**config.mk**
```make
export PLATFORM = sky130hd
export DESIGN_NAME = first_marker_position_finder
export DESIGN_NICKNAME = d
export VERILOG_FILES = /design/src/rtl/fmpf_pkg.sv /design/src/rtl/first_marker_position_finder.sv
export SDC_FILE = /design/constraint.sdc
export NUM_CORES = 1
export LEC_CHECK = 0
export BUFFER_PORTS_ARGS = -buffer_cell sky130_fd_sc_hd__buf_2
export CORE_MARGIN = 2
export CORE_UTILIZATION = 44
export DETAILED_ROUTE_END_ITERATION = 8
export PLACE_DENSITY = 0.64
export REMOVE_ABC_BUFFERS = 1
export SETUP_SLACK_MARGIN = 0.1
export SLEW_MARGIN = 20
export SYNTH_ARGS = -nofsm -noshare
export SYNTH_HDL_FRONTEND = slang
export SYNTH_SLANG_ARGS = --single-unit
```
**constraint.sdc**
```tcl
create_clock -name clk -period 4.9 [get_ports clk]
set_input_delay 0.245 -clock clk [delete_from_list [all_inputs] [get_ports clk]]
set_output_delay 0.245 -clock clk [all_outputs]
set_load 0.01 [all_outputs]
```
**src/rtl/fmpf_pkg.sv**
```systemverilog
`timescale 1ns / 1ps

package fmpf_pkg;

    localparam int NUM_ABBR  = 11;
    localparam int HIST_BYTES = 6;
    localparam int WIN_W     = 8 * (HIST_BYTES + 1);
    localparam int POS_W     = 12;

    typedef logic [WIN_W-1:0] window_t;
    typedef logic [2:0]       abbr_len_t;

    // Abbreviation text, right-aligned: the final byte sits in the low byte.
    localparam window_t ABBR_TEXT [NUM_ABBR] = '{
        window_t'("n."),
        window_t'("prep."),
        window_t'("v.t."),
        window_t'("adv."),
        window_t'("pl."),
        window_t'("p.p."),
        window_t'("a."),
        window_t'("v.i."),
        window_t'("pron."),
        window_t'("conj."),
        window_t'("interj.")
    };

    localparam abbr_len_t ABBR_LEN [NUM_ABBR] = '{
        3'd2, 3'd5, 3'd4, 3'd4, 3'd3, 3'd4, 3'd2, 3'd4, 3'd5, 3'd5, 3'd7
    };

    localparam window_t ABBR_MASK [NUM_ABBR] = '{
        window_t'(56'h0000_0000_00FF_FF),
        window_t'(56'h0000_FFFF_FFFF_FF),
        window_t'(56'h0000_00FF_FFFF_FF),
        window_t'(56'h0000_00FF_FFFF_FF),
        window_t'(56'h0000_0000_FFFF_FF),
        window_t'(56'h0000_00FF_FFFF_FF),
        window_t'(56'h0000_0000_00FF_FF),
        window_t'(56'h0000_00FF_FFFF_FF),
        window_t'(56'h0000_FFFF_FFFF_FF),
        window_t'(56'h0000_FFFF_FFFF_FF),
        window_t'(56'hFFFF_FFFF_FFFF_FF)
    };

endpackage

```
**src/rtl/first_marker_position_finder.sv**
```systemverilog
`timescale 1ns / 1ps

// Channel | Direction | Handshake         | Payload
// in      | receive   | in_valid/in_stall  | ch[7:0], line_end
// out     | send      | out_valid/out_stall | found, position[11:0], too_long
//
// One input beat per cycle, sustained while in_stall holds no line_end beat;
// a beat is registered, then matched against the six-byte history in the next
// cycle, and a line_end beat's result then goes on into the output register.
// Reset clears the line state and both pipeline valids.
// out_stall only holds back a line_end beat waiting in the input register;
// byte beats keep flowing while a result waits to be taken.
module first_marker_position_finder #(
    parameter int MAX_LINE = 4096
) (
    input  logic                     clk,
    input  logic                     rst_n,
    input  logic                     in_valid,
    output logic                     in_stall,
    input  logic [7:0]               ch,
    input  logic                     line_end,
    output logic                     out_valid,
    input  logic                     out_stall,
    output logic                     found,
    output logic [fmpf_pkg::POS_W-1:0] position,
    output logic                     too_long
);

    localparam int CNT_W = $clog2(MAX_LINE + 1);

    logic                    s1_valid_reg, s1_valid_next;
    logic [7:0]              s1_ch_reg;
    logic                    s1_end_reg;
    logic                    s1_go;
    logic                    in_accept;
    logic                    process;

    logic [8*fmpf_pkg::HIST_BYTES-1:0] recent_reg, recent_next;
    logic [CNT_W-1:0]        count_reg, count_next;
    logic [CNT_W-1:0]        best_reg, best_next;
    logic                    have_reg, have_next;
    logic                    ovf_reg, ovf_next;

    logic                    out_valid_reg, out_valid_next;
    logic                    found_reg, found_next;
    logic [fmpf_pkg::POS_W-1:0] pos_reg, pos_next;
    logic                    too_long_reg, too_long_next;

    fmpf_pkg::window_t       window;
    logic [7:0]              hit_len;
    logic                    any_hit;
    fmpf_pkg::abbr_len_t     long_len;
    logic [CNT_W-1:0]        start;
    logic [31:0]             best_ext;

    // A result can only leave stage one when the output register is free.
    assign s1_go     = !s1_end_reg || !out_valid_reg || !out_stall;
    assign in_stall  = s1_valid_reg && !s1_go;
    assign in_accept = in_valid && !in_stall;
    assign process   = s1_valid_reg && s1_go;

    always_comb
    begin
        s1_valid_next = s1_valid_reg;
        if (in_accept)
        begin
            s1_valid_next = 1'b1;
        end
        else if (s1_go)
        begin
            s1_valid_next = 1'b0;
        end
    end

    always_ff @(posedge clk or negedge rst_n)
    begin
        if (!rst_n)
        begin
            s1_valid_reg <= 1'b0;
        end
        else
        begin
            s1_valid_reg <= s1_valid_next;
        end
    end

    always_ff @(posedge clk)
    begin
        if (in_accept)
        begin
            s1_ch_reg  <= ch;
            s1_end_reg <= line_end;
        end
    end

    // Match every abbreviation that ends on the current byte.
    always_comb
    begin
        window  = {recent_reg, s1_ch_reg};
        hit_len = '0;
        for (int a = 0; a < fmpf_pkg::NUM_ABBR; a++)
        begin
            if (((window & fmpf_pkg::ABBR_MASK[a]) == fmpf_pkg::ABBR_TEXT[a]) &&
                (count_reg >= CNT_W'(fmpf_pkg::ABBR_LEN[a] - 3'd1)))
            begin
                hit_len[fmpf_pkg::ABBR_LEN[a]] = 1'b1;
            end
        end
    end

    // The longest hit starts earliest.
    always_comb
    begin
        any_hit  = 1'b1;
        long_len = 3'd2;
        if (hit_len[7])
        begin
            long_len = 3'd7;
        end
        else if (hit_len[5])
        begin
            long_len = 3'd5;
        end
        else if (hit_len[4])
        begin
            long_len = 3'd4;
        end
        else if (hit_len[3])
        begin
            long_len = 3'd3;
        end
        else if (hit_len[2])
        begin
            long_len = 3'd2;
        end
        else
        begin
            any_hit = 1'b0;
        end
        start = count_reg - CNT_W'(long_len - 3'd1);
    end

    always_comb
    begin
        recent_next = recent_reg;
        count_next  = count_reg;
        best_next   = best_reg;
        have_next   = have_reg;
        ovf_next    = ovf_reg;
        if (process)
        begin
            if (s1_end_reg)
            begin
                recent_next = '0;
                count_next  = '0;
                best_next   = '0;
                have_next   = 1'b0;
                ovf_next    = 1'b0;
            end
            else if (count_reg >= CNT_W'(MAX_LINE))
            begin
                ovf_next = 1'b1;
            end
            else
            begin
                if (any_hit && (!have_reg || start < best_reg))
                begin
                    best_next = start;
                    have_next = 1'b1;
                end
                recent_next = window[8*fmpf_pkg::HIST_BYTES-1:0];
                count_next  = count_reg + 1'b1;
            end
        end
    end

    always_ff @(posedge clk or negedge rst_n)
    begin
        if (!rst_n)
        begin
            recent_reg <= '0;
            count_reg  <= '0;
            best_reg   <= '0;
            have_reg   <= 1'b0;
            ovf_reg    <= 1'b0;
        end
        else
        begin
            recent_reg <= recent_next;
            count_reg  <= count_next;
            best_reg   <= best_next;
            have_reg   <= have_next;
            ovf_reg    <= ovf_next;
        end
    end

    assign best_ext = 32'(best_reg);

    always_comb
    begin
        out_valid_next = out_valid_reg;
        found_next     = found_reg;
        pos_next       = pos_reg;
        too_long_next  = too_long_reg;
        if (process && s1_end_reg)
        begin
            out_valid_next = 1'b1;
            found_next     = have_reg;
            pos_next       = have_reg ? best_ext[fmpf_pkg::POS_W-1:0] : '0;
            too_long_next  = ovf_reg;
        end
        else if (out_valid_reg && !out_stall)
        begin
            out_valid_next = 1'b0;
        end
    end

    always_ff @(posedge clk or negedge rst_n)
    begin
        if (!rst_n)
        begin
            out_valid_reg <= 1'b0;
        end
        else
        begin
            out_valid_reg <= out_valid_next;
        end
    end

    always_ff @(posedge clk)
    begin
        found_reg    <= found_next;
        pos_reg      <= pos_next;
        too_long_reg <= too_long_next;
    end

    assign out_valid = out_valid_reg;
    assign found     = found_reg;
    assign position  = pos_reg;
    assign too_long  = too_long_reg;

    a_result_from_line_end: assert property (@(posedge clk) disable iff (!rst_n)
        $rose(out_valid_reg) |-> $past(s1_valid_reg && s1_end_reg))
        else $error("result appeared without a line_end beat");

    a_count_bounded: assert property (@(posedge clk) disable iff (!rst_n)
        count_reg <= CNT_W'(MAX_LINE))
        else $error("byte count passed the line limit");

    a_no_position_without_match: assert property (@(posedge clk) disable iff (!rst_n)
        (out_valid_reg && !found_reg) |-> (pos_reg == '0))
        else $error("position nonzero with no match");

    a_stall_only_when_held: assert property (@(posedge clk) disable iff (!rst_n)
        in_stall |-> (s1_valid_reg && s1_end_reg && out_valid_reg))
        else $error("input stalled with nothing blocked");

endmodule
```
==> results.py <==
metrics = {
    "run_status": {
        "status": "complete, but fails checks",
        "violations": "DRC, setup timing",
    },
    "power": {
        "power_frac_clock_pct": 34.2,
        "swShare_pct": 28.5,
        "p_per_area_nw_per_um2": 336,
        "p_sw_uw": 639,
        "ir_worst_vdd_uv": 201,
        "power_frac_seq_pct": 44.5,
        "p_leak_nw": 3.11,
        "power.share.combinational_pct": 21.3,
        "cell_internal_pwr_mw": 1.61,
    },
    "logic_synthesis": {
        "syn_area_per_cell_um2": 11.1,
        "synth_largest_area_cell": "dfrtp_1",
        "synthFlopType": "dfrtp_1",
        "synthAdderAreaFrac_pct": 7.05,
        "netlist_top_cells_area": "dfrtp_1, edfxtp_1, a22o_1",
        "synth_xor_area_share_pct": 2.67,
        "async_reset_ff_share_pct": 77.2,
        "yosys_warnings": 0,
        "ys_seq_area_share_pct": 50.3,
        "syn_inst": 473,
        "synth_simple_gate_area_share_pct": 18.1,
        "synthDominantCellAreaShare_pct": 37.2,
        "synth_mux_area_share_pct": 3.24,
        "synth_seq_cells": 101,
        "synth_top_family_by_area": "simple AND/OR/NAND/NOR gates",
        "synth_area_um2": 5250,
        "synth_compound_area_share_pct": 15.6,
        "synth_enable_flop_cells": 23,
        "synthDistinctLibCells": 63,
    },
    "grt": {
        "antenna_found_initial": 0,
        "grt_pass1_wl_um": 19200,
        "grt-ovfl-total": 0,
        "grtUsageTotal_pct": 18.6,
        "grt_max_degree": 79,
        "grt_pass1_vias": 3992,
    },
    "route": {
        "totalWireLength_um": 11200,
        "ant_nets": 0,
        "drt_iter0_markers": 218,
        "dr.pass1.iters": 7,
        "vias_per_cell": 5.51,
        "wl_per_cell_um": 15.2,
        "num_vias": 4077,
        "drc": 2,
    },
    "die": {
        "dieArea_um2": 12800,
        "coreArea_um2": 11500,
        "row_count": 39,
        "die_h_um": 113,
        "start_util_pct": 45.6,
        "die_x_um": 113,
        "ios": 29,
    },
    "worst_setup_path": {
        "crit_type": "register to register",
        "endpoint_kind": "register",
        "required_ps": 5140,
        "critPathMaxFanout": 7,
        "crit_path_top_delay_cell": "or4_4",
        "crit_chain": "nor4b_2 > nand4_1 > or4_4 > buf_4 > a221oi_2 > nor2_1 > ha_1 > or2_2 > o21ai_1 > a211oi_2 > nor3_1 > xnor2_1 > ha_1 > o21a_1 > o21a_1 > and3_1 > o21ai_1 > a31o_2 > o311ai_4 > mux2_4",
        "max_stage_delay_ps": 500,
        "r2r_start": "s1_ch_reg[6]$_DFFE_PP_",
        "cp_data_arrival_time_ps": 5250,
        "start_kind": "register",
        "crit_end": "best_reg[9]$_DFFE_PN0P_",
        "r2r_slack_ps": -110,
        "startpoint": "s1_ch_reg[6]$_DFFE_PP_",
        "reg2regPathDepth": 20,
        "r2r_end": "best_reg[9]$_DFFE_PN0P_",
    },
    "timing": {
        "setup_viol": 13,
        "fmax_mhz": 200,
        "slew_viol_final": 0,
        "postLayoutSetupSlackWorst_ps": -109,
        "hold_viol": 0,
        "tightest_slew_ps": 954,
        "rsz0062_at_grt": "yes",
        "clock_skew_ps": 7.91,
        "setup_tns_ps": -950,
        "fin_crit_sh_pct": 102,
        "period_minus_slack_ps": 5010,
        "slew_headroom_pct": 36.4,
    },
    "clock_tree": {
        "clock-sinks": 101,
        "clk_pin_slew_ps": 70,
        "cts_buffer_depth": 2,
        "cts-root-buf": "clkbuf_16",
        "cts_hold_buf": 0,
        "ctsHtreeMaxLevel": 3,
        "clkLatencyLatePin_ps": 360,
        "cts_tree": "yes",
        "numCtsBuffers": 9,
    },
    "placed_design": {
        "place_ws_ps": -278,
        "io_buffers": 28,
        "dp_hpwl_um": 7400,
        "dpl_cell_area_um2": 6050,
        "gp_congestion": 0.883,
    },
    "cells_and_area": {
        "area_growth_pct": 27.2,
        "fin_nets": 634,
        "largest_register_ffs": 48,
        "fillers": 938,
        "design_area_um2": 6680,
        "drive_gt1_share_pct": 30.0,
        "n_antenna_cell": 0,
    },
    "hold_path": {
        "holdCritPathClass": "input port to asynchronous set/reset pin",
    },
    "job": {
        "max_cap_viol_count": 0,
    },
}
[Yosys cell counts, types with 5 or more instances]
master    instances
xnor2_1           7
nor4bb_1          5
a22o_1           46
edfxtp_1         23
nor2b_1           5
nand4_1           9
mux2_4            7
xor2_1            9
nor3_1            6
or3_1             5
dfrtp_1          78
a21oi_1          14
ha_1             28
o21a_1            6
nor2_1           39
nor4_1            6
nand2b_1          5
clkbuf_1         14
nand2_1          30
nand3_1          14
inv_1            20
o21ai_0          16
and2_1           14
[metrics by stage]
stage	hold WS, ps	std cells	power, mW	utilization [%]
global route	41.2	740	2.37	58.0
detailed placement	423	704	1.44	52.6
floorplan	-50.6	463	1.25	-
global placement	421	704	1.42	52.6
finish	32.3	740	2.24	58.0
CTS	44.9	732	2.24	57.0
[cell families after synthesis]
| logic type | Yosys count |
|---|---|
| multiplexers | 13 |
| buffers and inverters | 39 |
| flip-flops | 101 |
| XOR/XNOR | 16 |
| AO/OA/AOI/OAI | 106 |
| AND/OR/NAND/NOR | 168 |
| adder cells (fa/ha/maj) | 29 |
| other | 1 |
[repair_timing]
item	CTS	global route
pin swaps	8	11
setup buffers	11	8
setup endpoints to repair	14	14
gates resized for setup	17	11
gates cloned	1	0
[routing by layer]
layer / vias up / GRT usage, % / wire length [um]
li1: 1998 / - / -
met1: 1960 / 26.7 / 5460
met2: 94 / 27.7 / 5020
met3: 25 / 4.18 / 490
met4: 0 / 7.15 / 269
met5: - / 0 / 0
[power groups by stage]
stage	clock network [mW]	registers (mW)	logic [mW]
2_1_floorplan	0	1.01	0.245
3_3_place_gp	0	1.01	0.414
3_5_place_dp	0	1.01	0.428
4_1_cts	0.789	0.997	0.453
5_1_grt	0.822	1.01	0.533
6_report	0.768	0.998	0.478
[critical path: cells and delay by family (launching register included)]
kind                     cells  cell delay [ps]
adder cells (fa/ha/maj)      2              480
AND/OR/NAND/NOR              7             1830
AO/OA/AOI/OAI                8             1470
XOR/XNOR                     1              180
buffers and inverters        1              170
multiplexers                 1              360
flip-flops                   1              400
[worst min path at each step]
stage / from / end / slack [ps] / cells past startpoint
after floorplan: rst_n / best_reg[0]$_DFFE_PN0P_ / -50 / 0
after detailed placement: ch[6] / s1_ch_reg[6]$_DFFE_PP_ / 420 / 1
after global routing: ch[4] / s1_ch_reg[4]$_DFFE_PP_ / 40 / 1
after CTS: ch[6] / s1_ch_reg[6]$_DFFE_PP_ / 40 / 1
after global placement: ch[3] / s1_ch_reg[3]$_DFFE_PP_ / 420 / 1
final: rst_n / recent_reg[6]$_DFFE_PN0P_ / 30 / 1
[layout make-up]
type	instances	area, um2	share of cell area, %
tap	143	179	2.68
multi-input combinational	343	2650	39.6
clock buffer	10	250	3.75
sequential	101	2640	39.6
inverter	20	75.1	1.12
clock inverter	6	75.1	1.12
timing repair buffer	117	811	12.1
[cell usage in the layout, fill, tap and decap left out, types with 5 or more instances in the layout]
cell and count:
buf_4 90, dfrtp_1 78, a22o_1 46, nor2_1 37, nand2_1 30, ha_1 27, buf_2 27, edfxtp_1 23
inv_1 20, nand3_1 14, a21oi_1 14, and2_1 14, o21ai_0 13, conb_1 10, clkbuf_16 10, nand4_1 9
xor2_1 9, mux2_4 8, xnor2_1 7, o21a_1 6, or3_1 5, nor3_1 5, or4_4 5, nor4_1 5
Power figures use the tool's default switching activity.
